--- src/rfw_pkg.sv ---
// shared constants and types for the range fold and wrap unit
package rfw_pkg;

   localparam int DATA_WIDTH      = 32;
   localparam int CSR_INDEX_WIDTH = 2;

   typedef enum logic [CSR_INDEX_WIDTH-1:0] {
      CSR_FOLD_OR_WRAP = 2'd0,
      CSR_BOUND_A      = 2'd1,
      CSR_BOUND_B      = 2'd2
   } csr_index_type;

   // how the last stage forms the result from the remainder
   typedef enum logic [2:0] {
      SEL_PASS,
      SEL_MIN,
      SEL_LO_PLUS,
      SEL_HI_MINUS_WRAP,
      SEL_FOLD_BELOW,
      SEL_FOLD_ABOVE
   } sel_type;

   typedef struct packed {
      sel_type sel;
      logic    q_odd;
   } ctl_type;

endpackage

--- src/rfw_div_step.sv ---
// one restoring division stage: one quotient bit per stage
module rfw_div_step #(
   parameter int W = rfw_pkg::DATA_WIDTH
) (
   input  logic             clock,
   input  logic             reset,
   input  logic             in_valid,
   output logic             in_ready,
   input  rfw_pkg::ctl_type in_ctl,
   input  logic [W-1:0]     in_x,
   input  logic [W-1:0]     in_dvd,
   input  logic [W-1:0]     in_rem,
   input  logic [W-1:0]     span,
   output logic             out_valid,
   input  logic             out_ready,
   output rfw_pkg::ctl_type out_ctl,
   output logic [W-1:0]     out_x,
   output logic [W-1:0]     out_dvd,
   output logic [W-1:0]     out_rem
);

   logic             valid_ff;
   rfw_pkg::ctl_type ctl_ff, ctl_in;
   logic [W-1:0]     x_ff;
   logic [W-1:0]     dvd_ff;
   logic [W-1:0]     rem_ff, rem_in;
   logic [W:0]       trial, diff;

   assign in_ready = !valid_ff || out_ready;

   always_comb begin
      trial = {in_rem, in_dvd[W-1]};
      diff  = trial - {1'b0, span};
      ctl_in = in_ctl;
      if (trial >= {1'b0, span}) begin
         rem_in       = diff[W-1:0];
         ctl_in.q_odd = 1'b1;
      end else begin
         rem_in       = trial[W-1:0];
         ctl_in.q_odd = 1'b0;
      end
   end

   always_ff @(posedge clock) begin
      if (reset) begin
         valid_ff <= 1'b0;
      end else if (in_ready) begin
         valid_ff <= in_valid;
      end
   end

   always_ff @(posedge clock) begin
      if (in_ready && in_valid) begin
         ctl_ff <= ctl_in;
         x_ff   <= in_x;
         dvd_ff <= {in_dvd[W-2:0], 1'b0};
         rem_ff <= rem_in;
      end
   end

   assign out_valid = valid_ff;
   assign out_ctl   = ctl_ff;
   assign out_x     = x_ff;
   assign out_dvd   = dvd_ff;
   assign out_rem   = rem_ff;

endmodule

--- config.mk ---
export PLATFORM = sky130hd
export DESIGN_NAME = rfw_div_step
export DESIGN_NICKNAME = d
export VERILOG_FILES = /design/src/rfw_pkg.sv /design/src/rfw_div_step.sv
export SDC_FILE = /design/constraint.sdc
export NUM_CORES = 1
export LEC_CHECK = 0
export BUFFER_PORTS_ARGS = -buffer_cell sky130_fd_sc_hd__buf_2
export CORE_AREA = 5 5 143 145
export DETAILED_ROUTE_END_ITERATION = 7
export DIE_AREA = 0 0 148 150
export HOLD_SLACK_MARGIN = 0.08
export PLACE_DENSITY = 0.51
export SYNTH_ARGS = -nofsm -noshare
export SYNTH_HDL_FRONTEND = slang
export SYNTH_SLANG_ARGS = --single-unit
--- constraint.sdc ---
create_clock -name clock -period 5 [get_ports clock]
set_input_delay 0.75 -clock clock [delete_from_list [all_inputs] [get_ports clock]]
set_output_delay 0.75 -clock clock [all_outputs]
set_load 0.01 [all_outputs]
# Word level (Yosys, flattened, before mapping)
# Index checks and enable logic that the tools add are counted.
totals:
  in_bits: 136
  out_inout_bits: 102
  wordCells: 13
  register_bits: 100
classes:
  mux: 2
  n_lt_le_gt_ge: 1
  n_reduce_logical: 3
  n_addsub: 1
ops:
  columns: ["operator", "count"]
  rows:
  - ["33-bit by 32-bit >= comparator with 1-bit output", 1]
  - ["32-bit two-way mux", 1]
  - ["32-bit subtractor", 1]
  - ["1-bit logical AND", 1]
  - ["1-bit logical NOT", 1]
  - ["1-bit logical OR", 1]
  - ["1-bit two-way mux", 1]

# Depth between registers and ports, before layout
depth:
  depth_word: 3
  depth_mapped: 13

# Worst setup path after synthesis
# OpenSTA, ideal clock, no wires.
synth_path:
  path_type: "input -> register"
  start: "input out_ready"
  end: "register ctl_ff, in the netlist out_ctl[0] (enable)"
  cell_stages: 2
  t_arrival_ps: 3257
  required_time_ps: 4531
  slack_ps: 1274
  n_path_buf: 0
  path_cell_list: "nand2b_1 -> and2_1"
synth_between:
  elab_chain_len: 2
synth_lines:
  columns: ["element", "line_no", "rtl"]
  rows:
  - ["start: declaration", "rfw_div_step.sv:15", "input logic out_ready,"]
  - ["1-bit logical OR", "rfw_div_step.sv:29", "assign in_ready = !valid_ff || out_ready;"]
  - ["1-bit logical AND", "rfw_div_step.sv:53", "if (in_ready && in_valid) begin"]
  - ["end signal: assignment", "rfw_div_step.sv:54", "ctl_ff <= ctl_in;"]
  - ["end: declaration", "rfw_div_step.sv:23", "rfw_pkg::ctl_type ctl_ff, ctl_in;"]
# No other way between the ends.
# A chain may end at the register's enable or synchronous reset.

# Worst setup path in the final report
layout_path:
  start: "input in_rem[17]"
  end: "register rem_ff[14] (netlist: out_rem[14]), data pin"
layout_between:
  elab_chain_len: 2
layout_lines:
  columns: ["element", "line_no", "rtl"]
  rows:
  - ["start: declaration", "rfw_div_step.sv:12", "input logic [W-1:0] in_rem,"]
  - ["33-bit by 32-bit >= comparator with 1-bit output", "rfw_div_step.sv:35", "if (trial >= {1'b0, span}) begin"]
  - ["32-bit two-way mux", "rfw_div_step.sv:35", null]
  - ["named net rem_in[14]", "rfw_div_step.sv:26", "logic [W-1:0] rem_ff, rem_in;"]
  - ["end signal: assignment", "rfw_div_step.sv:57", "rem_ff <= rem_in;"]
  - ["end: declaration", "rfw_div_step.sv:26", null]
# The timed path passes the listed nets, and every way through them passes these cells.

==> impl_metrics.tcl <==
set metrics [dict create \
    nFillCells 1903 \
    start_util_pct 27.3 \
    status "completed" \
    hold_class "register to register" \
    cpMaxStageDelayCell "o31ai_4" \
    worstPathMaxFanout 13 \
    syn_to_final_growth_pct 33.4 \
    yosysWarnings 0 \
    syn-num-nets 616 \
    layout.nets 852 \
    cts-buffers-inserted 9 \
    drc_errors 0 \
    dp.cells 910 \
    synth_edf_count 99 \
    setup_viol 0 \
    synth_seq_cells 100 \
    post-route-min-period_ns 3.88 \
    drive_above_1_share_pct 39.1 \
    yosysTopAreaCellShare_pct 57.0 \
    rows 51 \
    stdcell_count 927 \
    avgSynthCellArea_um2 11.7 \
    critical_path_cell_count 13 \
    rsz0062_at_grt "false" \
    die_area_mm2 0.0222 \
    overflow 0 \
    ctsHoldBuffers 0 \
    placed_area_mm2 0.00666 \
    cts_max_path_buffers 2 \
    drt_iter0_markers 148 \
    cts.sinks 100 \
    drv_slew 0 \
    critPathLaunchType "input pin" \
    cp-end-kind "register" \
    dr.pass1.iters 4 \
    tightest_slew_ns 0.815 \
    grt_pass1_wl_um 23800 \
    ff2ff_path_depth 3 \
    path_cells "buf_2 > ha_1 > nand4_1 > or4_1 > a21oi_1 > nor3_1 > a211oi_2 > o21ai_2 > o31ai_4 > buf_4 > buf_4 > nor2_1 > a21oi_1" \
    die_h_um 150 \
    max_freq_mhz 258 \
    skew_ns 0.00789 \
    drv_cap 0 \
    die_w_um 148 \
    slew_headroom_pct 45.6 \
    critPathMaxStageDelay_ns 0.58 \
    dp_hpwl_um 12700 \
    cts_resized 0 \
    antenna_left 0 \
    synth_area_leader_cell "edfxtp_1" \
    seq_area_frac_synth_pct 57.4 \
    p_leak_nw 3.13 \
    stdcell_area_mm2 0.00696 \
    syn-cell-area_mm2 0.00521 \
    synth_commonest_cells "edfxtp_1, a21oi_1, inv_1" \
    wl_per_cell_um 17.1 \
    tns_ns 0 \
    antenna_found_initial 2 \
    root_buffer "clkbuf_16" \
    cts_setup_buffers 0 \
    vias 4267 \
    hold_viol_final 0 \
    grt_pass1_vias 4364 \
    ios 238 \
    cts.clk_slew.worst_paths_ns 0.07 \
    clk_latency_ns 0.35 \
    finalCritPeriodShare_pct 77.6 \
    arrival_ns 4.04 \
    timing_worst_setup_path_type "input pin to register" \
    crit_buf_inv 3 \
    core_mm2 0.0191 \
    ir_worst_vdd_mv 0.129 \
    cp_top_family "compound AO/OA/AOI/OAI gates" \
    finish.utilization_pct 36.5 \
    globalRouteTotalUtil_pct 13.8 \
    vias_per_cell 4.60 \
    yosysMostFrequentCell "edfxtp_1" \
    synthTopCellsByArea "edfxtp_1, ha_1, a21oi_1" \
    gp_congestion 0.811 \
    powerDensity_mw_per_mm2 320 \
    synthCells 447 \
    wirelength_um 15800 \
    cts_tree "built" \
    grt_max_degree 62 \
    worstHoldPathCells 2 \
    synthFlopType "edfxtp_1" \
    synth_cell_types 49 \
    postSynth.asyncResetShare_pct 0 \
    htreeDepth 3 \
    portBuffers 235 \
    required_ns 5.16 \
]
sequential cells by signal (all words and copies together) (netlist names):
| signal | count |
|---|---|
| out_x | 32 |
| out_ctl | 4 |
| out_rem | 32 |
| out_valid | 1 |
| out_dvd | 31 |
power breakdown:
group | total, mW | leakage (nW) | switching [mW] | internal [mW]
combinational | 0.497 | 2.02 | 0.284 | 0.213
sequential | 1.03 | 0.964 | 0.0148 | 1.01
clock | 0.701 | 0.146 | 0.349 | 0.352
total | 2.22 | 3.13 | 0.647 | 1.58
layout by cell type, fill, tap and decap left out, drive strengths merged, types with 3 or more instances in the layout:
master / instances
o21ai: 16
nand2b: 5
edfxtp: 99
xor2: 12
clkinv: 4
xnor2: 15
o211ai: 4
clkbuf: 9
a21oi: 56
o21bai: 3
a21o: 13
nand3: 8
buf: 241
and2: 3
a211oi: 4
nor2: 37
nor4: 4
ha: 32
o21a: 6
nand2: 28
mux2: 10
nand4: 7
inv: 42
worst min-delay path, cell delays in order (launching register included):
cell and delay (ns):
dfxtp_1 0.31, nand2b_1 0.10, a21oi_1 0.07
area by class of cell:
cell class	instances	area [um^2]	share of cell area [%]
antenna	1	2.50	0.0360
clock buffer	9	225	3.24
clock inverter	7	72.6	1.04
inverter	39	146	2.10
multi-input combinational	292	2000	28.7
sequential	100	2990	43.0
tap	238	298	4.28
timing repair buffer	241	1220	17.6
routing by layer:
layer / routed length [um] / share of wire (%) / global-route usage (%) / vias to the layer above
met2: 7740 / 49 / 24.0 / 155
met4: 207 / 1.3 / 4.02 / 2
li1: - / - / - / 2111
met5: 13 / 0.082 / 0 / -
met1: 6220 / 39 / 15.6 / 1985
met3: 1640 / 10 / 5.66 / 14
cell families after synthesis:
logic type,count (synthesis),synth area share [%]
flip-flops,100,57.4
XOR/XNOR,27,4.54
AND/OR/NAND/NOR,100,8.71
other,1,0.0719
AO/OA/AOI/OAI,119,14.3
multiplexers,12,2.54
buffers and inverters,55,4.34
adder cells (fa/ha/maj),33,8.06
worst paths after layout:
kind | start | end | slack, ns
worst min-delay path | out_valid$_SDFFE_PP0N_ | out_valid$_SDFFE_PP0N_ | 0.52
worst max register to register | out_valid$_SDFFE_PP0N_ | out_dvd[14]$_DFFE_PP_ | 2.91
worst min register to register | out_valid$_SDFFE_PP0N_ | out_valid$_SDFFE_PP0N_ | 0.52
worst max-delay path | in_rem[17] | out_rem[14]$_DFFE_PP_ | 1.12
metrics by stage:
stage / power [mW] / hold WS, ns / worst slack, ns
finish: 2.22 / 0.524 / 1.12
global route: 2.35 / 0.527 / 0.864
CTS: 2.27 / 0.525 / 1.05
detailed placement: 1.55 / 0.519 / 0.666
global placement: 1.54 / 0.498 / 0.709
floorplan: 1.35 / 0.593 / 1.27
No activity file was read; power rests on OpenSTA's default activity.
