**src/rfw_pkg.sv**
```systemverilog
// shared constants and types for the range fold and wrap unit
package rfw_pkg;

   localparam int DATA_WIDTH      = 32;
   localparam int CSR_INDEX_WIDTH = 2;

   typedef enum logic [CSR_INDEX_WIDTH-1:0] {
      CSR_FOLD_OR_WRAP = 2'd0,
      CSR_BOUND_A      = 2'd1,
      CSR_BOUND_B      = 2'd2
   } csr_index_type;

   // how the last stage forms the result from the remainder
   typedef enum logic [2:0] {
      SEL_PASS,
      SEL_MIN,
      SEL_LO_PLUS,
      SEL_HI_MINUS_WRAP,
      SEL_FOLD_BELOW,
      SEL_FOLD_ABOVE
   } sel_type;

   typedef struct packed {
      sel_type sel;
      logic    q_odd;
   } ctl_type;

endpackage

```
**src/rfw_finish.sv**
```systemverilog
// last stage: result from remainder and quotient parity, output register
module rfw_finish #(
   parameter int W = rfw_pkg::DATA_WIDTH
) (
   input  logic             clock,
   input  logic             reset,
   input  logic             in_valid,
   output logic             in_ready,
   input  rfw_pkg::ctl_type in_ctl,
   input  logic [W-1:0]     in_x,
   input  logic [W-1:0]     in_rem,
   input  logic [W-1:0]     lo,
   input  logic [W-1:0]     hi,
   output logic             out_valid,
   input  logic             out_ready,
   output logic [W-1:0]     out_sample
);

   logic         valid_ff;
   logic [W-1:0] sample_ff, sample_in;
   logic [W-1:0] lo_plus, hi_minus;

   assign in_ready = !valid_ff || out_ready;

   // results lie between the bounds, so W-bit wraparound is exact
   always_comb begin
      lo_plus  = lo + in_rem;
      hi_minus = hi - in_rem;
      unique case (in_ctl.sel)
         rfw_pkg::SEL_PASS:          sample_in = in_x;
         rfw_pkg::SEL_MIN:           sample_in = lo;
         rfw_pkg::SEL_LO_PLUS:       sample_in = lo_plus;
         rfw_pkg::SEL_HI_MINUS_WRAP: sample_in = (in_rem == '0) ? lo : hi_minus;
         rfw_pkg::SEL_FOLD_BELOW:    sample_in = in_ctl.q_odd ? hi_minus : lo_plus;
         rfw_pkg::SEL_FOLD_ABOVE:    sample_in = in_ctl.q_odd ? lo_plus : hi_minus;
         default:                    sample_in = lo;
      endcase
   end

   always_ff @(posedge clock) begin
      if (reset) begin
         valid_ff <= 1'b0;
      end else if (in_ready) begin
         valid_ff <= in_valid;
      end
   end

   always_ff @(posedge clock) begin
      if (in_ready && in_valid) begin
         sample_ff <= sample_in;
      end
   end

   assign out_valid  = valid_ff;
   assign out_sample = sample_ff;

endmodule

```
**config.mk**
```make
export PLATFORM = sky130hd
export DESIGN_NAME = rfw_finish
export DESIGN_NICKNAME = d
export VERILOG_FILES = /design/src/rfw_pkg.sv /design/src/rfw_finish.sv
export SDC_FILE = /design/constraint.sdc
export NUM_CORES = 1
export LEC_CHECK = 0
export BUFFER_PORTS_ARGS = -buffer_cell sky130_fd_sc_hd__buf_2
export CAP_MARGIN = 0
export CORE_UTILIZATION = 35
export DETAILED_ROUTE_END_ITERATION = 16
export SYNTH_ARGS = -nofsm -noshare
export SYNTH_HDL_FRONTEND = slang
export SYNTH_SLANG_ARGS = --single-unit
```
**constraint.sdc**
```tcl
create_clock -name clock -period 4.7 [get_ports clock]
set_clock_uncertainty 0.2 [all_clocks]
set_input_delay 0.705 -clock clock [delete_from_list [all_inputs] [get_ports clock]]
set_output_delay 0.705 -clock clock [all_outputs]
set_load 0.01 [all_outputs]
```
Yosys cells after proc, flatten, opt, wreduce, memory -nomap -nowiden
Cells that the tools add are included.
{"block": "op_classes", "n_eq_ne": 4, "n_addsub": 2, "n_reduce_logical": 5, "n_mux": 4}
{"cell": "$pmux 32 s5", "n": 1}
{"cell": "$mux 32", "n": 3}
{"cell": "$add 32x32->32", "n": 1}
{"cell": "$logic_not 32->1", "n": 1}
{"cell": "$sub 32x32->32", "n": 1}
{"cell": "$eq 3x2->1 const B", "n": 2}
{"cell": "$eq 3x3->1 const B", "n": 2}
{"cell": "$logic_not 3->1", "n": 1}
{"cell": "$logic_and 1x1->1", "n": 1}
{"cell": "$logic_not 1->1", "n": 1}
{"cell": "$logic_or 1x1->1", "n": 1}
{"block": "totals", "out_inout_bits": 34, "wordCells": 17, "inputBits": 136, "ff_bits": 33}

Longest topological paths before layout
Gate-level depths: netlist of run 1.
{"block": "logic_depth", "ltp_word": 3, "depth_mapped": 12, "depth_no_buf": 12}

Least setup slack after synthesis of run 1
No wires, ideal clock.
{"block": "synth_path", "kind": "in2reg", "startpoint": "in hi[0]", "endpoint": "reg sample_ff[28], in the netlist out_sample[28], data pin", "path_stages": 12, "path_slack_ns": 1.266, "t_arrival_ns": 2.962, "n_path_buf": 0, "required_time_ns": 4.228, "setup_ns": 0.272, "path_cell_list": "inv_1 -> ha_1 -> fa_1 -> nor2b_1 -> o31ai_1 -> a21oi_1 -> a21oi_2 -> a21oi_1 -> a31oi_2 -> o311ai_0 -> a311o_1 -> nand3_1"}
{"block": "synth_via", "elab_chain_len": 3, "word_cells_on_any_way": 5, "cone_classes": "add/sub (1); mux (4)"}
{"element": "start: declaration", "line_no": "rfw_finish.sv:13", "text": "input logic [W-1:0] hi,"}
{"element": "$sub 32x32->32 *", "line_no": "rfw_finish.sv:28", "text": "hi_minus = hi - in_rem;"}
{"element": "$mux 32, on equally long branches", "line_no": "rfw_finish.sv:35, rfw_finish.sv:33, rfw_finish.sv:34"}
{"element": "$pmux 32 s5 *", "line_no": "rfw_finish.sv:29", "text": "unique case (in_ctl.sel)"}
{"element": "named net sample_in[28]", "line_no": "rfw_finish.sv:20", "text": "logic [W-1:0] sample_ff, sample_in;"}
{"element": "end signal: assignment", "line_no": "rfw_finish.sv:50", "text": "sample_ff <= sample_in;"}
{"element": "end: declaration", "line_no": "rfw_finish.sv:20"}
Mark *: on every way through the listed nets, which the timed path passes. The rest lies on a longest branch.
A chain may end at the register's enable or synchronous reset.

Final worst setup path of run 1
{"block": "layout_path", "startpoint": "in in_rem[0]", "endpoint": "reg sample_ff[28], in the netlist out_sample[28], data pin"}
{"block": "layout_via", "elab_chain_len": 3, "word_cells_on_any_way": 7, "cone_classes": "add/sub (2); mux (4); reduce/logical (1)"}
{"element": "start: declaration", "line_no": "rfw_finish.sv:11", "text": "input logic [W-1:0] in_rem,"}
{"element": "$sub 32x32->32 (tied with other cells)", "line_no": "rfw_finish.sv:28"}
{"element": "$mux 32, on equally long branches", "line_no": "rfw_finish.sv:35, rfw_finish.sv:33, rfw_finish.sv:34"}
{"element": "$pmux 32 s5 *", "line_no": "rfw_finish.sv:29"}
{"element": "named net sample_in[28]", "line_no": "rfw_finish.sv:20"}
Marks and branches as above.

==> impl_metrics.tcl, run 1 <==
set metrics [dict create \
    status "finished clean" \
    ir_worst_vdd_mv 0.1217 \
    top_layer_used "met4" \
    rows 43 \
    gp_congestion 0.9572 \
    syn_nets 838 \
    clk_path_buf_depth 2 \
    fin_ws_ps 776.4 \
    track_usage_pct 23.99 \
    antenna_found_initial 0 \
    placed_cells 982 \
    yosys_warnings 0 \
    period_minus_slack_ps 3924 \
    synth_edf_count 32 \
    total_power_mw 1.448 \
    n_antenna_cell 0 \
    grt_max_degree 33 \
    layoutNonFillerInstCount 989 \
    setup_viol 0 \
    startpoint_type "primary input" \
    drt_first_iter_violations 846 \
    cts_buffers 5 \
    min_to "out_valid$_SDFFE_PP0N_" \
    syn_avg_cell_area_um2 8.069 \
    die_y_um 123.2 \
    synthArstFlopShare_pct 0 \
    final_nets 1010 \
    worstSetupEndpointType "flop" \
    critPathMaxFanout 4 \
    drc 0 \
    viasPerCell 5.799 \
    fmax_ghz 0.2549 \
    reg2reg_from "out_valid$_SDFFE_PP0N_" \
    tns_ps 0 \
    synth_area_leader_cell "edfxtp_1" \
    synth_area_leaders "edfxtp_1 19%, ha_1 15%, a21oi_1 6.3%" \
    start_util_pct 36.46 \
    chipWidth_um 123.2 \
    wl_met1_um 8316 \
    synthDistinctLibCells 70 \
    wl_met3_um 1725 \
    wl_um 18270 \
    hpwlAfterDp_um 14910 \
    tightestPinTransition_ps 1083 \
    slew_violations 0 \
    overflow 0 \
    io_pins 170 \
    synth_cells 637 \
    cts_setup_buffers 0 \
    dr.pass1.iters 9 \
    dp_slack_ps 545.8 \
    p_per_area_mw_per_mm2 226.9 \
    hold_buffers 0 \
    synth_seq_cells 33 \
    p_leak_nw 3.006 \
    wl_met2_um 7953 \
    core_mm2 0.01410 \
    htree_levels 2 \
    drtAntennaViolNets 0 \
    synth_top_area_share_pct 18.70 \
    hp-start "out_valid$_SDFFE_PP0N_" \
    drive_gt1_share_pct 25.34 \
    cts.sinks 33 \
    cp_data_arrival_time_ps 3740 \
    regToRegSetupSlack_ps 3170 \
    grt_pass1_vias 5327 \
    grt_pass1_wl_um 28030 \
    syn_to_final_growth_pct 24.15 \
    vias 5735 \
    post-route-period-util_pct 83.48 \
    cts.clk_slew.worst_paths_ps 60 \
    synth_seq_area_share_pct 19.08 \
    holdPathStages 2 \
    final_area_mm2 0.006381 \
    hold_path.class "flop to flop" \
    slew_headroom_pct 27.78 \
    worstSetupPathType "primary input to flop" \
    crit_required_ps 4520 \
    rsz0062_at_grt "false" \
    cts_tree "built" \
    r2r-end "out_sample[13]$_DFFE_PP_" \
    placed_cell_area_mm2 0.006248 \
    cts_resized 0 \
    die_area_mm2 0.01517 \
    routedWlPerCell_um 18.47 \
    synthFlopType "edfxtp_1" \
    cts_root_buf "clkbuf_16" \
    cap_viol_max_count 0 \
    hold_viol 0 \
    clk_latency_ps 280 \
    netlist_area_mm2 0.005140 \
    r2r_cells 3 \
    io_buffers 169 \
]
[sequential cells by signal, summed over array words and instances, names as in the netlist]
name        count
out_sample     32
out_valid       1
[report_power, final]
part	switching (mW)	internal (mW)
registers	0.00999	0.371
logic	0.430	0.308
clock network	0.136	0.192
[Yosys cell counts, types with 3 or more instances]
master     number
or3_1           4
xnor2_1        25
a221oi_1        5
a22oi_1         4
a2111oi_0       3
ha_1           63
o21bai_1        9
nor4_1          9
a211o_1         4
a222oi_1       19
o31ai_1         4
buf_2           3
xor2_1         25
a221o_1         3
o21a_1          9
and3_1          6
nand4_1         6
nand2_1        55
clkbuf_1       13
o21ai_1         4
a31oi_1         8
nor2b_1         8
o211ai_1        7
nand3_1        13
a21oi_1        65
a211oi_1        5
and2_1          9
o22ai_1         5
a21o_1         25
o311ai_0        3
nor2_1         34
nor3_1         10
inv_1          48
o21ai_0        40
nand2b_1        8
edfxtp_1       32
[placed cells by master (no fill, tap or decap), types with 3 or more instances in the layout]
master,instances
a222oi_1,19
a211o_1,4
and2_1,9
and3_1,6
a221o_1,3
ha_1,63
o21bai_1,9
a21oi_1,65
or3_1,4
a211oi_1,5
nor2b_1,8
o31ai_1,4
nand3_1,13
a22oi_1,4
nand2_1,55
a31oi_1,8
edfxtp_1,32
nand2b_1,8
inv_1,48
nor3_2,3
o211ai_1,7
o21ai_0,40
buf_2,169
a221oi_1,5
nor4_1,9
nor3_1,9
clkbuf_16,5
o22ai_1,4
a21o_1,25
nand4_1,6
xnor2_1,25
o311ai_0,3
a2111oi_0,3
o21ai_1,4
xor2_1,25
buf_4,12
o21a_1,9
nor2_1,34
[per-stage QoR]
stage,hold slack [ps],util [%]
after floorplan,393.0,-
after global placement,281.0,44.33
after detailed placement,310.1,44.33
after CTS,319.0,45.27
after global routing,375.7,45.27
final,314.6,45.27
[kinds of logic (layout without fill, tap and decap cells)]
| group | after synthesis | count (layout) | share of synthesized area, % |
|---|---|---|---|
| multiplexers | 1 | 1 | 0.1947 |
| adder cells (fa/ha/maj) | 65 | 65 | 16.12 |
| AND/OR/NAND/NOR | 175 | 175 | 16.87 |
| XOR/XNOR | 50 | 50 | 8.520 |
| flip-flops | 33 | 33 | 19.08 |
| buffers and inverters | 64 | 236 | 4.747 |
| AO/OA/AOI/OAI | 249 | 249 | 34.47 |
[layout make-up]
cell class	count	area (um2)
tap	180	225.2
fill	1453	7715
clock inverter	1	3.754
timing repair buffer	181	935.9
multi-input combinational	540	3926
inverter	48	180.2
clock buffer	6	128.9
sequential	33	980.9
[how the worst max path moves through the flow]
stage                     slack, ps                        to      start  depth (start not counted)
after detailed placement        550  out_sample[28]$_DFFE_PP_  in_rem[0]                         12
after global routing            510  out_sample[28]$_DFFE_PP_  in_rem[0]                         12
after floorplan                1270  out_sample[28]$_DFFE_PP_      hi[0]                         12
final                           780  out_sample[28]$_DFFE_PP_  in_rem[0]                         12
after CTS                       840  out_sample[28]$_DFFE_PP_  in_rem[0]                         12
after global placement          660  out_sample[28]$_DFFE_PP_  in_rem[0]                         12
[worst max-delay path, cell delays in order]
cell and delay (ps):
buf_2 130, ha_1 210, fa_1 410, nor2b_1 180
o31ai_1 120, a21oi_1 400, a21oi_2 160, a21oi_1 370
a31oi_2 210, o311ai_0 530, a311o_1 240, nand3_1 70
[metal layers]
layer  up-vias  global-route usage (%)
met1      2641                   34.52
met5         -                       0
li1       2790                       -
met3        22                   3.782
met4         0                   6.024
met2       282                   37.01
Power figures use the tool's default switching activity.
==> inputs of run 2 (changes only) <==
==> constraint.sdc (replaced) <==
create_clock -name clock -period 4 [get_ports clock]
set_clock_uncertainty 0.2 [all_clocks]
set_input_delay 0.6 -clock clock [delete_from_list [all_inputs] [get_ports clock]]
set_output_delay 0.6 -clock clock [all_outputs]
set_load 0.01 [all_outputs]
==> impl_metrics.tcl, run 2 (synthesis results as in run 1) <==
set metrics [dict create \
    syn_to_final_growth_pct 24.68 \
    slowest_stage "fa_1" \
    cts_setup_buffers 0 \
    gp_congestion 0.9401 \
    hpwlAfterDp_um 15270 \
    cts_buffers 5 \
    pwr-share-comb_pct 51.5 \
    vias 5822 \
    layoutNonFillerInstCount 992 \
    r2r-end "out_sample[6]$_DFFE_PP_" \
    intPower_mw 1.027 \
    status "finished clean" \
    final_area_mm2 0.006409 \
    antenna_found_initial 0 \
    dr.pass1.iters 6 \
    drtAntennaViolNets 0 \
    slew_headroom_pct 43.80 \
    rows 43 \
    core_mm2 0.01410 \
    reg2reg_from "out_valid$_SDFFE_PP0N_" \
    r2r_cells 3 \
    placed_cells 986 \
    tns_ps 0 \
    cts_root_buf "clkbuf_16" \
    cp_cell_sequence "buf_2 > ha_1 > fa_1 > nor2b_1 > o31ai_1 > a21oi_1 > a21oi_2 > a21oi_1 > a31oi_2 > o311ai_0 > buf_4 > a311o_1 > nand3_1" \
    grt_pass1_vias 5620 \
    final_nets 1014 \
    hold_buffers 0 \
    clk_latency_ps 280 \
    postLayoutCoreUtil_pct 45.46 \
    cts_tree "built" \
    critPathMaxFanout 4 \
    routedWlPerCell_um 18.80 \
    drc 0 \
    overflow 0 \
    hp-start "reset" \
    start_util_pct 36.46 \
    grt_max_degree 33 \
    largest_reg_flops 32 \
    clk_path_buf_depth 2 \
    cts_resized 0 \
    regToRegSetupSlack_ps 2450 \
    power.switching_fraction_pct 39.67 \
    worstSetupPathType "primary input to flop" \
    startpoint_type "primary input" \
    p_switching_mw 0.6755 \
    rsz0062_at_grt "false" \
    cap_viol_max_count 0 \
    placed_cell_area_mm2 0.006279 \
    io_buffers 169 \
    die_y_um 123.2 \
    cp_data_arrival_time_ps 3470 \
    mostFrequentLayoutCells "169 x buf_2, 65 x a21oi_1, 63 x ha_1" \
    p_leak_nw 3.027 \
    drt_first_iter_violations 716 \
    holdPathStages 2 \
    final_common_cell "buf_2" \
    seqPwrFrac_pct 26.3 \
    hold_viol 0 \
    path_common_cell "a21oi_1" \
    cts.clk_slew.worst_paths_ps 60 \
    ir_worst_vdd_mv 0.1292 \
    htree_levels 2 \
    n_antenna_cell 0 \
    p_clk_share_pct 22.2 \
    chipWidth_um 123.2 \
    io_pins 170 \
    fmax_ghz 0.2730 \
    viasPerCell 5.869 \
    slew_violations 0 \
    die_area_mm2 0.01517 \
    post-route-period-util_pct 91.58 \
    drive_gt1_share_pct 25.86 \
    period_minus_slack_ps 3663 \
    hold_path.class "primary input to flop" \
    cts.sinks 33 \
    critPathMaxStageDelay_ps 410 \
    grt_pass1_wl_um 28770 \
    wl_um 18650 \
    min_to "out_valid$_SDFFE_PP0N_" \
    p_per_area_mw_per_mm2 265.7 \
    tightestPinTransition_ps 842.9 \
    worstSetupEndpointType "flop" \
    track_usage_pct 24.63 \
    setup_viol 0 \
    crit_required_ps 3810 \
]
## run 2: worst max path at each step
stage / start / depth (start not counted) / endpoint
after floorplan: hi[0] / 12 / out_sample[28]$_DFFE_PP_
after global routing: in_rem[0] / 13 / out_sample[28]$_DFFE_PP_
after detailed placement: in_rem[0] / 13 / out_sample[28]$_DFFE_PP_
after global placement: in_rem[0] / 13 / out_sample[28]$_DFFE_PP_
after CTS: in_rem[0] / 13 / out_sample[28]$_DFFE_PP_
final: in_rem[0] / 13 / out_sample[28]$_DFFE_PP_
## run 2: final cells by class
cell class	count	area, um2
sequential	33	980.9
inverter	48	180.2
tap	180	225.2
clock buffer	5	125.1
multi-input combinational	540	3926
fill	1489	7687
timing repair buffer	185	965.9
clock inverter	1	5.005
## run 2: power by group through the flow
| stage | clock, mW | sequential [mW] | combinational (mW) |
|---|---|---|---|
| CTS | 0.391 | 0.449 | 0.865 |
| detailed placement | 0 | 0.456 | 0.859 |
| finish | 0.378 | 0.448 | 0.877 |
| global placement | 0 | 0.456 | 0.851 |
| floorplan | 0 | 0.476 | 0.542 |
| global route | 0.404 | 0.453 | 0.962 |
## run 2: worst max-delay path, delay by kind of cell
family,cells,cell delay [ps]
AO/OA/AOI/OAI,7,1660
adder cells (fa/ha/maj),2,640
buffers and inverters,2,300
AND/OR/NAND/NOR,2,260
## run 2: through the flow
| step | hold WS [ps] | worst slack (ps) | total power, mW |
|---|---|---|---|
| final | 264.0 | 336.7 | 1.703 |
| after global routing | 265.3 | 133.3 | 1.819 |
| after CTS | 258.8 | 391.0 | 1.705 |
| after detailed placement | 307.9 | 107.5 | 1.315 |
| after global placement | 282.0 | 168.4 | 1.307 |
| after floorplan | 393.0 | 671.4 | 1.017 |
## run 2: per-layer routing
layer  track usage (%)  vias to the layer above  share of wire (%)
li1                  -                     2797                  -
met1             34.93                     2743                 46
met2             38.48                      248                 44
met3             3.183                       34                7.5
met4             7.681                        0                2.4
met5                 0                        -                  0
