`src/rfw_pkg.sv`:
```
// shared constants and types for the range fold and wrap unit
package rfw_pkg;

   localparam int DATA_WIDTH      = 32;
   localparam int CSR_INDEX_WIDTH = 2;

   typedef enum logic [CSR_INDEX_WIDTH-1:0] {
      CSR_FOLD_OR_WRAP = 2'd0,
      CSR_BOUND_A      = 2'd1,
      CSR_BOUND_B      = 2'd2
   } csr_index_type;

   // how the last stage forms the result from the remainder
   typedef enum logic [2:0] {
      SEL_PASS,
      SEL_MIN,
      SEL_LO_PLUS,
      SEL_HI_MINUS_WRAP,
      SEL_FOLD_BELOW,
      SEL_FOLD_ABOVE
   } sel_type;

   typedef struct packed {
      sel_type sel;
      logic    q_odd;
   } ctl_type;

endpackage

```
`src/rfw_prep.sv`:
```
// first stage: range test, case selection and dividend setup
module rfw_prep #(
   parameter int W = rfw_pkg::DATA_WIDTH
) (
   input  logic             clock,
   input  logic             reset,
   input  logic             in_valid,
   output logic             in_ready,
   input  logic [W-1:0]     sample,
   input  logic             fold_or_wrap,
   input  logic [W-1:0]     lo,
   input  logic [W-1:0]     hi,
   input  logic [W-1:0]     span,
   output logic             out_valid,
   input  logic             out_ready,
   output rfw_pkg::ctl_type ctl,
   output logic [W-1:0]     x_out,
   output logic [W-1:0]     dvd_out
);

   logic             valid_ff;
   rfw_pkg::ctl_type ctl_ff, ctl_in;
   logic [W-1:0]     x_ff;
   logic [W-1:0]     dvd_ff, dvd_in;
   logic             below, above;
   logic [W:0]       x_minus_lo, lo_minus_x, x_minus_hi;

   assign in_ready = !valid_ff || out_ready;

   always_comb begin
      below      = $signed(sample) < $signed(lo);
      above      = $signed(sample) > $signed(hi);
      x_minus_lo = {sample[W-1], sample} - {lo[W-1], lo};
      lo_minus_x = {lo[W-1], lo} - {sample[W-1], sample};
      x_minus_hi = {sample[W-1], sample} - {hi[W-1], hi};
      ctl_in.q_odd = 1'b0;
      priority if (!below && !above) begin
         ctl_in.sel = rfw_pkg::SEL_PASS;
         dvd_in     = '0;
      end else if (span == '0) begin
         ctl_in.sel = rfw_pkg::SEL_MIN;
         dvd_in     = '0;
      end else if (fold_or_wrap && above) begin
         ctl_in.sel = rfw_pkg::SEL_LO_PLUS;
         dvd_in     = x_minus_lo[W-1:0];
      end else if (fold_or_wrap) begin
         ctl_in.sel = rfw_pkg::SEL_HI_MINUS_WRAP;
         dvd_in     = lo_minus_x[W-1:0];
      end else if (below) begin
         ctl_in.sel = rfw_pkg::SEL_FOLD_BELOW;
         dvd_in     = lo_minus_x[W-1:0];
      end else begin
         ctl_in.sel = rfw_pkg::SEL_FOLD_ABOVE;
         dvd_in     = x_minus_hi[W-1:0];
      end
   end

   always_ff @(posedge clock) begin
      if (reset) begin
         valid_ff <= 1'b0;
      end else if (in_ready) begin
         valid_ff <= in_valid;
      end
   end

   always_ff @(posedge clock) begin
      if (in_ready && in_valid) begin
         ctl_ff <= ctl_in;
         x_ff   <= sample;
         dvd_ff <= dvd_in;
      end
   end

   assign out_valid = valid_ff;
   assign ctl       = ctl_ff;
   assign x_out     = x_ff;
   assign dvd_out   = dvd_ff;

endmodule

```
`config.mk`:
```
export PLATFORM = sky130hd
export DESIGN_NAME = rfw_prep
export DESIGN_NICKNAME = d
export VERILOG_FILES = /design/src/rfw_pkg.sv /design/src/rfw_prep.sv
export SDC_FILE = /design/constraint.sdc
export NUM_CORES = 1
export LEC_CHECK = 0
export ABC_AREA = 1
export BUFFER_PORTS_ARGS = -buffer_cell sky130_fd_sc_hd__buf_2
export CORE_MARGIN = 2
export CORE_UTILIZATION = 63
export CTS_CLUSTER_SIZE = 25
export DETAILED_ROUTE_END_ITERATION = 8
export PLACE_DENSITY = 0.87
export REMOVE_ABC_BUFFERS = 1
export SLEW_MARGIN = 10
export SYNTH_ARGS = -nofsm -noshare
export SYNTH_HDL_FRONTEND = slang
export SYNTH_SLANG_ARGS = --single-unit
```
`constraint.sdc`:
```
create_clock -name clock -period 9.3 [get_ports clock]
set_input_delay 0.465 -clock clock [delete_from_list [all_inputs] [get_ports clock]]
set_output_delay 0.465 -clock clock [all_outputs]
set_load 0.01 [all_outputs]
```
## Yosys cells after proc, flatten, opt, wreduce, memory -nomap -nowiden

Cells that the tools add are included.

- Bits in registers: 68
- Output and inout bits: 70
- Word-level logic and storage cells: 28

- Add/subtract/negate cells: 3
- Magnitude comparators: 2
- Muxes and demuxes: 7
- Reduce and logical (&&, ||, !) cells: 10

Operators with widths:

| cell | count |
|---|---|
| $mux 32 | 3 |
| $sub 32x32->32 | 3 |
| $gt 32x32->1 | 1 |
| $logic_not 32->1 | 1 |
| $lt 32x32->1 | 1 |
| $mux 2 | 2 |
| $reduce_or 4->1 | 1 |
| $logic_and 1x1->1 | 3 |
| $logic_not 1->1 | 3 |
| $mux 1 | 2 |
| $reduce_or 2->1 | 1 |
| $logic_or 1x1->1 | 1 |

## Logic depth before layout (Yosys ltp)

Gate-level depths: netlist (run 1).

- Depth in word-level cells: 5
- Gate-level depth with buffers: 20
- Gate-level depth less buffers: 19

## Worst setup path before layout (run 1)

OpenSTA, ideal clock, no wires.

- Path type: in2reg
- From: input in_valid
- To: register ctl_ff, in the netlist ctl[1] (enable)
- Arrival time: 3.757 ns
- Data required time: 8.786 ns
- Path slack: 5.029 ns
- Cell stages on the path: 2
- Cell sequence: inv_1 -> a21oi_1

- Word-level cells in the longest chain between the ends: 1

RTL lines:

| what | line | RTL |
|---|---|---|
| start: declaration | rfw_prep.sv:7 | `input logic in_valid,` |
| $logic_and 1x1->1 | rfw_prep.sv:67 | `if (in_ready && in_valid) begin` |
| end signal: assignment | rfw_prep.sv:68 | `ctl_ff <= ctl_in;` |
| end: declaration | rfw_prep.sv:22 | `rfw_pkg::ctl_type ctl_ff, ctl_in;` |

Every way passes these cells.
A chain may end at the register's enable or synchronous reset.

## Worst setup path in the final report (run 1)

- From: input sample[0]
- To: register dvd_ff[25] (netlist: dvd_out[25]) (data pin)

- Word-level cells in the longest chain between the ends: 4
- Elaborated cells between the ends (all ways): 13

RTL lines:

| what | line | RTL |
|---|---|---|
| start: declaration | rfw_prep.sv:9 | `input logic [W-1:0] sample,` |
| $sub 32x32->32 (tied with other cells) | rfw_prep.sv:35 | `x_minus_hi = {sample[W-1], sample} - {hi[W-1], hi};` |
| $mux 32 / $logic_not 1->1 (equally long branches) | rfw_prep.sv:49, rfw_prep.sv:37 |  |
| $mux 32 / $logic_and 1x1->1 (equally long branches) | rfw_prep.sv:46, rfw_prep.sv:37 |  |
| $mux 32 / $reduce_or 2->1 (equally long branches) | n/a |  |
| end signal: assignment | rfw_prep.sv:70 | `dvd_ff <= dvd_in;` |
| end: declaration | rfw_prep.sv:24 | `logic [W-1:0] dvd_ff, dvd_in;` |

Several ways; a longest one is shown, not always the timed one.

==> metrics.txt, run 1 <==
Gate Count Post-Synth 1,836; ratio of routed vias to standard cells 5.56; DRC viols 0; # IOs slightly above 200; Filler cells around 1,400; number of setup violations in the final report 0; Inserted Clock Buffers 9; Reg area 0.00203 sq mm; Critical-path top delay cell nor2_4; worst relative slew slack 0.343; Root Driver clkbuf_16; Final Non-Filler Cells between 2,000 and 2,500; starting density of the core 0.644; count of flip-flops with a built-in enable after synthesis 67; CTS H-tree depth 3; leading post-synthesis cells by cell area nand2_1 (24%), edfxtp_1 (19%), inv_1 (13%), ha_1 (11%), nand3_1 (7.3%); overall power consumption approximately 1.5 mW; post-synthesis async set-or-reset flop share 0; pin count of the biggest net entering global routing between 60 and 70; hold-fix buffers at CTS 0; fraction of layout instances using a drive strength above 1 0.132; kind of start point of the critical path primary input; leakage dissipation 7.30 nW; Total Negative Setup Slacks 0 ns; global-route wire length before repair 59,000 microns; final cycle utilization of the critical path 0.370; Placer Congestion between 1 and 1.5; clock latency on the worst-skew pair between 0.3 and 0.4 ns; Die X roughly 130 microns; power per cell area ~130 mW/mm^2; antenna violations before repair 0; worst clock skew 0.00422 ns; cell chain of the critical path buf_2, inv_1, ha_1, inv_1, fa_1, nand2_1, nand2_1, nand3_1, nand2_2, nand2_1, nand2_2, nand2_2, nand2_1, nand2_1, nand3_4, nor2_4, nand3_1, a21oi_1; Reg clk slew, reported paths roughly 0.060 ns; floorplan core area around 0.017 sq mm; clk buf depth 2; crit end category flip-flop; path type of the worst min-delay path in -> reg; most frequent cells after synthesis nand2_1 (690), inv_1 (380), nand3_1 (155), nor2_1 (120), ha_1 (95); area enclosed by the die boundary between 0.015 and 0.02 sq mm; library cell with the highest instance count after synthesis nand2_1; data required time of the worst path ~9.5 ns; arrival time of the worst setup path approximately 3.6 ns; Post-DP HPWL about 32,000 microns; synthesis-stage register bit count 68; portion of synthesized cell area occupied by the leading cell type 0.243; number of port buffers roughly 200; final critical delay including setup and external delays 3.44 ns; Critical path buffers and inverters 3; maximum single-stage delay on the critical path ~0.67 ns; number of instances resized during post-cts repair 0; CTS sink cnt 68; unrepaired setup endpoints after global routing no; number of warnings printed during yosys synthesis 0; gate family responsible for the most delay along the worst path simple AND/OR/NAND/NOR gates; Peak Freq 291 MHz; remaining antenna violation count 0; VDD IR-drop max around 97 uV; footprint of the multi-input gates around 0.007 sq mm; transition time at the pin with the least slew margin 0.985 ns; final design instance area without fill approximately 0.012 sq mm; number of global-route vias before repair ~12,000; most frequently used flop master after synthesis edfxtp_1; total via count after detailed routing between 10,000 and 15,000; Final Max Tran Viols 0; number of maximum-capacitance constraint violations 0; Initial DRT Pass Iterations 6; Post-Synthesis Mean Instance Area 5.79 sq um; post-layout net count between 2,000 and 2,500; number of endpoints with negative hold slack in the final report 0; critical path start-end classification in -> reg; routed wire length between 30,000 and 40,000 microns; number of distinct library cell variants in the gate-level netlist after synthesis 44; Hold Worst Slack approximately 0.25 ns; routed wirelength normalized by instance count around 17 microns; maximum fanout count along the critical path 26; post-CTS repair timing setup buffer count 0; overall overflow remaining after global route 0; status complete, no violations; post-synthesis cell type with the largest combined area nand2_1; number of violations reported at the end of detailed-routing iteration 0 1,766; Die Y 134 microns; Placed Instances between 2,000 and 2,500; most frequent cell on the critical path nand2_1; global router's overall resource usage 0.427; Diodes inserted 0; relative area change from synthesis to final layout 13.1%; Post-DP Area between 0.01 and 0.015 sq mm; combined area of all synthesized cells between 0.01 and 0.015 sq mm; sequential cell area fraction in the yosys report 0.191; Core Rows between 40 and 50; TritonCTS clock tree built
-- layer usage --
metal / part of all wire / global-route usage / up-vias
met4: 0.047 / 0.202 / 0
met1: 0.39 / 0.548 / 5576
li1: - / - / 5984
met5: 0 / 0 / -
met3: 0.11 / 0.0624 / 137
met2: 0.45 / 0.708 / 769
-- layout by cell type, fill, tap and decap left out, drive strengths merged --
| cell | count |
|---|---|
| and2 | 5 |
| nor2 | 128 |
| nand3b | 31 |
| a21oi | 84 |
| a31oi | 2 |
| ha | 95 |
| a21o | 4 |
| inv | 391 |
| o211ai | 1 |
| bufinv | 1 |
| buf | 204 |
| and3 | 1 |
| o21bai | 12 |
| fa | 3 |
| o21a | 2 |
| nor3 | 11 |
| o2111ai | 1 |
| nand4 | 19 |
| xor2 | 31 |
| clkbuf | 9 |
| xnor2 | 20 |
| a21boi | 1 |
| nand2 | 707 |
| conb | 1 |
| nand3 | 159 |
| nor4 | 5 |
| o21ai | 14 |
| clkinv | 5 |
| clkinvlp | 2 |
| or2 | 4 |
| edfxtp | 67 |
| dfxtp | 1 |
-- flip-flops by register name, indices dropped and copies added (netlist names) --
signal / count
dvd_out: 32
x_out: 32
ctl: 3
out_valid: 1
-- metrics by stage --
stage	worst slack (ns)	utilization
after global routing	5.67	0.728
after detailed placement	5.62	0.710
final	5.86	0.728
after floorplan	5.03	-
after CTS	5.98	0.728
after global placement	5.73	0.710
-- layout make-up --
type	count	share of cell area
Inverter	392	0.122
Clock inverter	7	0.00562
Multi-Input combinational cell	1341	0.576
Timing Repair Buffer	204	0.0855
Clock buffer	9	0.0187
Tap cell	220	0.0229
Sequential cell	68	0.169
-- worst paths after layout --
kind	startpoint	endpoint	slack, ns	cells past startpoint
worst max-delay path	sample[0]	dvd_out[25]$_SDFFCE_PP0P_	5.86	18
worst min-delay path	reset	out_valid$_SDFFE_PP0N_	0.25	2
worst max register to register	out_valid$_SDFFE_PP0N_	x_out[2]$_DFFE_PP_	7.58	2
worst min register to register	out_valid$_SDFFE_PP0N_	out_valid$_SDFFE_PP0N_	0.55	2
-- worst reg2reg max path, stage by stage, from the launching register on --
cell and delay, ns:
dfxtp_1 0.35, a21oi_4 0.16, buf_4 0.75
-- power by group --
part	internal, mW	switching (mW)
logic	0.250	0.522
registers	0.386	0.0110
clock network	0.206	0.152
-- logic make-up (layout without fill, tap and decap cells) --
| kind of cell | count (synthesis) | count (layout) | synth area share |
|---|---|---|---|
| buffers and inverters | 427 | 612 | 0.158 |
| and+or+nand+nor | 1070 | 1070 | 0.428 |
| DFF | 68 | 68 | 0.191 |
| other | 1 | 1 | 0.000352 |
| adders and majority gates | 98 | 98 | 0.117 |
| xor gates and xnor gates | 51 | 51 | 0.0420 |
| AOI/OAI and AO/OA | 121 | 121 | 0.0633 |
No activity file was read; power rests on OpenSTA's default activity.
==> run 2: changes to the inputs <==
--- a/config.mk
+++ b/config.mk
@@ -5,13 +5,13 @@
 export SDC_FILE = /design/constraint.sdc
 export NUM_CORES = 1
 export LEC_CHECK = 0
-export ABC_AREA = 1
+export ABC_AREA = 0
 export BUFFER_PORTS_ARGS = -buffer_cell sky130_fd_sc_hd__buf_2
 export CORE_MARGIN = 2
-export CORE_UTILIZATION = 63
+export CORE_UTILIZATION = 55
 export CTS_CLUSTER_SIZE = 25
 export DETAILED_ROUTE_END_ITERATION = 8
-export PLACE_DENSITY = 0.87
+export PLACE_DENSITY = 0.8
 export REMOVE_ABC_BUFFERS = 1
 export SLEW_MARGIN = 10
 export SYNTH_ARGS = -nofsm -noshare
==> constraint.sdc (replaced) <==
create_clock -name clock -period 3.24 [get_ports clock]
set_input_delay 0.162 -clock clock [delete_from_list [all_inputs] [get_ports clock]]
set_output_delay 0.162 -clock clock [all_outputs]
set_load 0.01 [all_outputs]
==> run 2 against run 1 <==
Compared with the run above:
- sequential power grew to 2.8 times the previous value
- cell count is 33% lower
- total power rose to 2.7 times the previous value
- count of clock-buffer cells in the layout unchanged
- wire length decreased by 29%
- core utilization increased by 0.74 points
- clock skew up 0.00081 ns
- critical path type unchanged
- highest routed layer unchanged
==> metrics.txt, run 2 <==
status complete, no violations; number of port buffers 201 (unchanged); # IOs 203 (unchanged); Final Max Tran Viols 0 (unchanged); top library cells by usage in the layout, fill and taps aside buf_2 (201), buf_4 (151), inv_1 (119); footprint of the multi-input gates 0.00539 sq mm (-22%); Post-DP Area 0.0103 sq mm (-13%); final cycle utilization of the critical path 0.939; Final Non-Filler Cells 1,499 (-33%); Post-DP HPWL 22,000 microns (-31%); Filler cells 1,180 (-18%); Placer Congestion 0.975 (-6.6%); Diodes inserted 0 (unchanged); most frequently used flop master after synthesis edfxtp_1; worst slack at placement -0.220 ns (-5.84 ns); Cells on Worst Hold Path 1 (-1); transition time at the pin with the least slew margin 0.965 ns (-0.0205 ns); ratio of routed vias to standard cells 5.90 (+6.1%); remaining antenna violation count 0 (unchanged); Reg clk slew, reported paths 0.06 ns (about the same); critical path start-end classification in -> reg; overall power consumption 4.19 mW (+170%); routed wirelength normalized by instance count 18.3 microns (+5.7%); Hold Crit Start sample[0]; post-synthesis cell type with the largest combined area edfxtp_1; kind of start point of the critical path primary input; final critical delay including setup and external delays 3.04 ns; post-layout net count 1,541 (-31%); Worst Reg2Reg Path Length in Cells 2 (unchanged); number of violations reported at the end of detailed-routing iteration 0 756 (-57%); Reg area 0.00203 sq mm (unchanged); hold path endpoint x_out[0]$_DFFE_PP_; Peak Freq around 330 MHz; most frequent standard cell in the layout excluding fill and tap cells buf_2; unrepaired setup endpoints after global routing no; power per cell area 395 mW/mm^2 (+210%); combined area of all synthesized cells 0.00804 sq mm (-24%); setup slack on the worst flop-to-flop path 1.58 ns (-6.00 ns); global-route wire length before repair 42,900 microns (-27%); number of global-route vias before repair 8,409 (-29%); DRC viols 0 (unchanged); starting density of the core 0.558 (-0.0862); Worst Slack Setup Final 0.199 ns (-5.66 ns); Gate Count Post-Synth 990 (-46%); VDD IR-drop max 260 uV (+170%); routed wire length 27,400 microns (-29%); clk buf depth 2 (unchanged); fraction of layout instances using a drive strength above 1 0.297 (+0.164); Die Y 125 microns (-6.7%); Inserted Clock Buffers 9 (unchanged); number of setup violations in the final report 0 (unchanged); crit end category flip-flop; number of distinct library cell variants in the gate-level netlist after synthesis 70 (+59%); area enclosed by the die boundary 0.0156 sq mm (-13%); sequential cell area fraction in the yosys report 0.253 (+0.0617); post-synthesis async set-or-reset flop share 0 (unchanged); Worst Setup SP sample[0]; pin count of the biggest net entering global routing 68 (unchanged); clock latency on the worst-skew pair 0.35 ns (about the same); origin of the critical flop-to-flop path out_valid$_SDFFE_PP0N_; total via count after detailed routing 8,844 (-29%); leading post-synthesis cells by cell area edfxtp_1 (25%), ha_1 (15%), a21oi_1 (7.0%), inv_1 (5.6%), a21o_1 (5.3%); Post-Synthesis Mean Instance Area 8.12 sq um (+40%); global router's overall resource usage 0.343 (-0.0837); worst clock skew 0.00503 ns (+0.000812 ns); capture instance of the worst register-to-register path x_out[17]$_DFFE_PP_; arrival time of the worst setup path 3.14 ns (-0.50 ns); CTS H-tree depth 3 (unchanged); Initial DRT Pass Iterations 5 (-1); antenna violations before repair 0 (unchanged); overall overflow remaining after global route 0 (unchanged); Core Rows 44 (-6.4%); count of flip-flops with a built-in enable after synthesis 67 (unchanged); library cell with the highest instance count after synthesis inv_1; data required time of the worst path 3.34 ns (-6.17 ns); leakage dissipation 5.35 nW (-27%); maximum fanout count along the critical path 17 (-35%); number of warnings printed during yosys synthesis 0 (unchanged); Die X 125 microns (-6.7%); final design instance area without fill 0.0106 sq mm (-12%); CTS sink cnt 68 (unchanged); portion of synthesized cell area occupied by the leading cell type 0.250 (+0.00671); most frequent cells after synthesis inv_1 (119), a21oi_1 (113), ha_1 (95), edfxtp_1 (67); relative area change from synthesis to final layout 31.9%; number of maximum-capacitance constraint violations 0 (unchanged); TritonCTS clock tree built; floorplan core area 0.0144 sq mm (-13%); worst relative slew slack 0.357 (+0.0137); Root Driver clkbuf_16; number of endpoints with negative hold slack in the final report 0 (unchanged); synthesis-stage register bit count 68 (unchanged); path type of the worst min-delay path in -> reg; Placed Instances 1,480 (-33%)
==> run 2: area by class of cell <==
| class | instances | share of cell area |
|---|---|---|
| Multi-Input combinational cell | 756 | 0.508 |
| Timing Repair Buffer | 356 | 0.208 |
| Sequential cell | 68 | 0.192 |
| Inverter | 119 | 0.0421 |
| Tap cell | 184 | 0.0217 |
| Clock buffer | 9 | 0.0212 |
| Clock inverter | 7 | 0.00719 |
==> run 2: worst max-delay path: stages <==
cell	delay [ns]
buf_2	0.12
inv_1	0.08
ha_1	0.16
inv_1	0.06
fa_1	0.41
a21o_1	0.25
a221oi_2	0.29
a211o_1	0.21
a31o_1	0.21
nand3_2	0.12
a21oi_4	0.21
nor2_1	0.11
buf_12	0.17
a221o_1	0.29
a22oi_1	0.19
nor2_1	0.09
==> run 2: layer usage <==
metal / GRT usage / wire length [microns]
met1: 0.459 / 11900
met2: 0.563 / 12600
met3: 0.0563 / 2050
met4: 0.125 / 764
met5: 0 / 0
==> run 2: where the power goes <==
| part | switching (mW) | internal [mW] | total, mW |
|---|---|---|---|
| sequential | 0.0291 | 1.10 | 1.13 |
| combinational | 1.10 | 0.901 | 2.00 |
| clock | 0.458 | 0.601 | 1.06 |
==> run 2: through the flow <==
| stage | hold slack [ns] | setup TNS [ns] | util |
|---|---|---|---|
| after global placement | 0.320 | -1.29 | 0.712 |
| after global routing | 0.0336 | 0 | 0.736 |
| after detailed placement | 0.319 | -4.93 | 0.712 |
| after floorplan | 0.231 | -19.07 | - |
| final | 0.0346 | 0 | 0.736 |
| after CTS | 0.0266 | 0 | 0.733 |
==> run 2: what timing repair did <==
item / CTS / global route
hold buffers: 1 / 0
gates resized for setup: 0 / 5
endpoints found under the setup margin: 0 / 21
hold endpoints to repair: 1 / 0
buffers inserted: 0 / 2
==> run 2: how the worst max path moves through the flow <==
stage	endpoint	slack, ns	cells past startpoint
after CTS	dvd_out[3]$_SDFFCE_PP0P_	0.11	16
after detailed placement	dvd_out[3]$_SDFFCE_PP0P_	-0.22	16
after floorplan	dvd_out[31]$_SDFFCE_PP0P_	-0.75	13
after global placement	dvd_out[31]$_SDFFCE_PP0P_	-0.09	14
final	dvd_out[2]$_SDFFCE_PP0P_	0.20	16
after global routing	dvd_out[5]$_SDFFCE_PP0P_	0.02	17
==> run 2: cells by family after synthesis <==
| kind of cell | share of synthesized area |
|---|---|
| adder cells (fa/ha/maj) | 0.155 |
| flip-flops | 0.253 |
| XOR/XNOR | 0.0577 |
| AND/OR/NAND/NOR | 0.136 |
| AO/OA/AOI/OAI | 0.309 |
| other | 0.000466 |
| buffers and inverters | 0.0807 |
| multiplexers | 0.00902 |
==> run 3: changes to the inputs <==
--- a/config.mk
+++ b/config.mk
@@ -5,13 +5,13 @@
 export SDC_FILE = /design/constraint.sdc
 export NUM_CORES = 1
 export LEC_CHECK = 0
-export ABC_AREA = 0
+export ABC_AREA = 1
 export BUFFER_PORTS_ARGS = -buffer_cell sky130_fd_sc_hd__buf_2
 export CORE_MARGIN = 2
-export CORE_UTILIZATION = 55
+export CORE_UTILIZATION = 58
 export CTS_CLUSTER_SIZE = 25
 export DETAILED_ROUTE_END_ITERATION = 8
-export PLACE_DENSITY = 0.8
+export PLACE_DENSITY = 0.81
 export REMOVE_ABC_BUFFERS = 1
 export SLEW_MARGIN = 10
 export SYNTH_ARGS = -nofsm -noshare
==> run 3 against run 2 <==
Compared with the run above:
- combinational power increased by 12%
- total power increased by 5.4%
- final area increased by 15%
- critical path depth increased by 2
- sequential share of layout area decreased by 2.5 points
- clock power about the same
- setup slack improved by 0.21 ns
- first-iteration DRC count increased by 70%
- critical endpoint is now dvd_out[0]$_SDFFCE_PP0P_
- global-route usage increased by 3.6 points
==> metrics.txt, run 3 (synthesis gave the netlist of run 1 again) <==
status complete, no violations; Post-DP HPWL 32,100 microns (+46%); most frequent standard cell in the layout excluding fill and tap cells nand2_1; Critical-path top delay cell o21ai_0; total via count after detailed routing 12,200 (+38%); Root Driver clkbuf_16; number of setup violations in the final report 0 (unchanged); global-route wire length before repair 57,600 microns (+34%); critical path start-end classification in -> reg; clk buf depth 2 (unchanged); Hold Worst Slack 0.0341 ns (-0.000555 ns); power per cell area 363 mW/mm^2 (-8.2%); Initial DRT Pass Iterations 6 (+1); routed wirelength normalized by instance count 16.7 microns (-8.3%); final design instance area without fill 0.0122 sq mm (+15%); Placed Instances 2,248 (+52%); number of global-route vias before repair 11,200 (+33%); DRC viols 0 (unchanged); maximum fanout count along the critical path 12 (-5); gate family responsible for the most delay along the worst path simple AND/OR/NAND/NOR gates; unrepaired setup endpoints after global routing no; maximum single-stage delay on the critical path 0.42 ns (about the same); routed wire length 37,900 microns (+39%); Hold Crit Start sample[0]; leakage dissipation 7.38 nW (+38%); Core Util, Final 0.678 (-0.0581); Filler cells 1,699 (+44%); VDD IR-drop max 286 uV (+10%); Reg area 0.00203 sq mm (unchanged); CTS H-tree depth 3 (unchanged); data required time of the worst path 3.33 ns (about the same); transition time at the pin with the least slew margin 0.910 ns (-0.0543 ns); starting density of the core 0.592 (+0.0347); antenna violations before repair 1 (+1); overall overflow remaining after global route 0 (unchanged); arrival time of the worst setup path 2.92 ns (-0.22 ns); Total Negative Setup Slacks 0 ns (unchanged); Placer Congestion 1.02 (+5.0%); pin count of the biggest net entering global routing 68 (unchanged); cell chain of the critical path buf_2, inv_1, ha_1, fa_1, inv_1, nand3_1, nand2_1, nand2_1, nand2_1, nand2_1, nand2_2, nand2_2, nand2_2, nand2_2, nand2_4, nand2_2, o21ai_0, nor2_1; top library cells by usage in the layout, fill and taps aside nand2_1 (690), inv_1 (380), buf_2 (201); Critical path buffers and inverters 3 (-1); Final Non-Filler Cells 2,265 (+51%); number of violations reported at the end of detailed-routing iteration 0 1,287 (+70%); worst clock skew 0.00633 ns (+0.00130 ns); # IOs 203 (unchanged); TritonCTS clock tree built; Die Y 139 microns (+12%); number of port buffers 201 (unchanged); Die X 139 microns (+12%); number of instances resized during post-cts repair 0 (unchanged); number of maximum-capacitance constraint violations 0 (unchanged); Post-DP Area 0.0119 sq mm (+16%); remaining antenna violation count 0 (unchanged); Diodes inserted 0 (unchanged); overall power consumption 4.41 mW (+5.4%); floorplan core area 0.0180 sq mm (+25%); origin of the critical flop-to-flop path out_valid$_SDFFE_PP0N_; Worst Reg2Reg Path Length in Cells 2 (unchanged); hold path endpoint x_out[0]$_DFFE_PP_; area enclosed by the die boundary 0.0194 sq mm (+25%); footprint of the multi-input gates 0.00693 sq mm (+29%); worst relative slew slack 0.393 (+0.0362); post-layout net count 2,262 (+47%); Peak Freq 353 MHz (+7.3%); Worst Slack Setup Final 0.407 ns (+0.208 ns); Inserted Clock Buffers 9 (unchanged); Final Max Tran Viols 0 (unchanged); ratio of routed vias to standard cells 5.37 (-8.9%); final critical delay including setup and external delays 2.83 ns (-0.208 ns); Reg clk slew, reported paths 0.06 ns (about the same); setup slack on the worst flop-to-flop path 1.63 ns (+0.05 ns); Cells on Worst Hold Path 1 (unchanged); path type of the worst min-delay path in -> reg; most frequent cell on the critical path nand2_2; CTS sink cnt 68 (unchanged); kind of start point of the critical path primary input; final cycle utilization of the critical path 0.875 (-0.0642); number of endpoints with negative hold slack in the final report 0 (unchanged); worst slack at placement 0.157 ns (+0.377 ns); relative area change from synthesis to final layout 14.4%; global router's overall resource usage 0.380 (+0.0363); crit end category flip-flop; clock latency on the worst-skew pair 0.36 ns (about the same); fraction of layout instances using a drive strength above 1 0.138 (-0.159); capture instance of the worst register-to-register path x_out[1]$_DFFE_PP_; Core Rows 49 (+11%)
## run 3: cell count changes in the layout (fill, tap and decap cells not counted), moves of 15 or more
cell      before  now
nand2_1       59  690
o21ai_0       55   13
inv_1        119  380
xnor2_1       35   20
a21oi_1      112   80
nand2_2        0   15
nand3_1       19  155
nor2_1        59  120
a21o_1        56    4
buf_4        151   17
nand3b_1       0   31
## run 3: worst max path at each step
stage,start,depth (start not counted),to,slack (ns)
after floorplan,out_valid$_SDFFE_PP0N_,1,ctl[1]$_SDFFCE_PP0P_,-0.90
after detailed placement,sample[0],18,dvd_out[0]$_SDFFCE_PP0P_,0.16
after CTS,sample[0],18,dvd_out[0]$_SDFFCE_PP0P_,0.51
final,sample[0],18,dvd_out[0]$_SDFFCE_PP0P_,0.41
after global placement,sample[0],18,dvd_out[0]$_SDFFCE_PP0P_,0.22
after global routing,sample[0],20,dvd_out[21]$_SDFFCE_PP0P_,0.28
## run 3: layout make-up
type,count,share of cell area
timing repair buffer,219,0.0940
multi-input combinational,1341,0.570
tap,229,0.0235
sequential,68,0.167
inverter,392,0.121
clock inverter,4,0.00391
clock buffer,12,0.0211
## run 3: where the power goes
part	internal, mW	switching (mW)	leakage (nW)
logic	0.741	1.50	6.57
registers	1.11	0.0243	0.663
clock network	0.635	0.404	0.149
total	2.48	1.93	7.38
## run 3: worst reg2reg max path, delay by kind of cell, from the launching register on
kind / cells / cell delay (ns)
DFF: 1 / 0.34
buffers and inverters: 1 / 0.70
AOI/OAI and AO/OA: 1 / 0.14
## run 3: per-layer routing
layer,share of wire,track usage
met5,0,0
met4,0.036,0.149
met3,0.10,0.0461
met2,0.45,0.630
met1,0.41,0.505
## run 3: timing repair
action | in CTS | in global routing
endpoints found under the hold margin | 1 | 0
buffers inserted | 0 | 0
hold buffers | 1 | 0
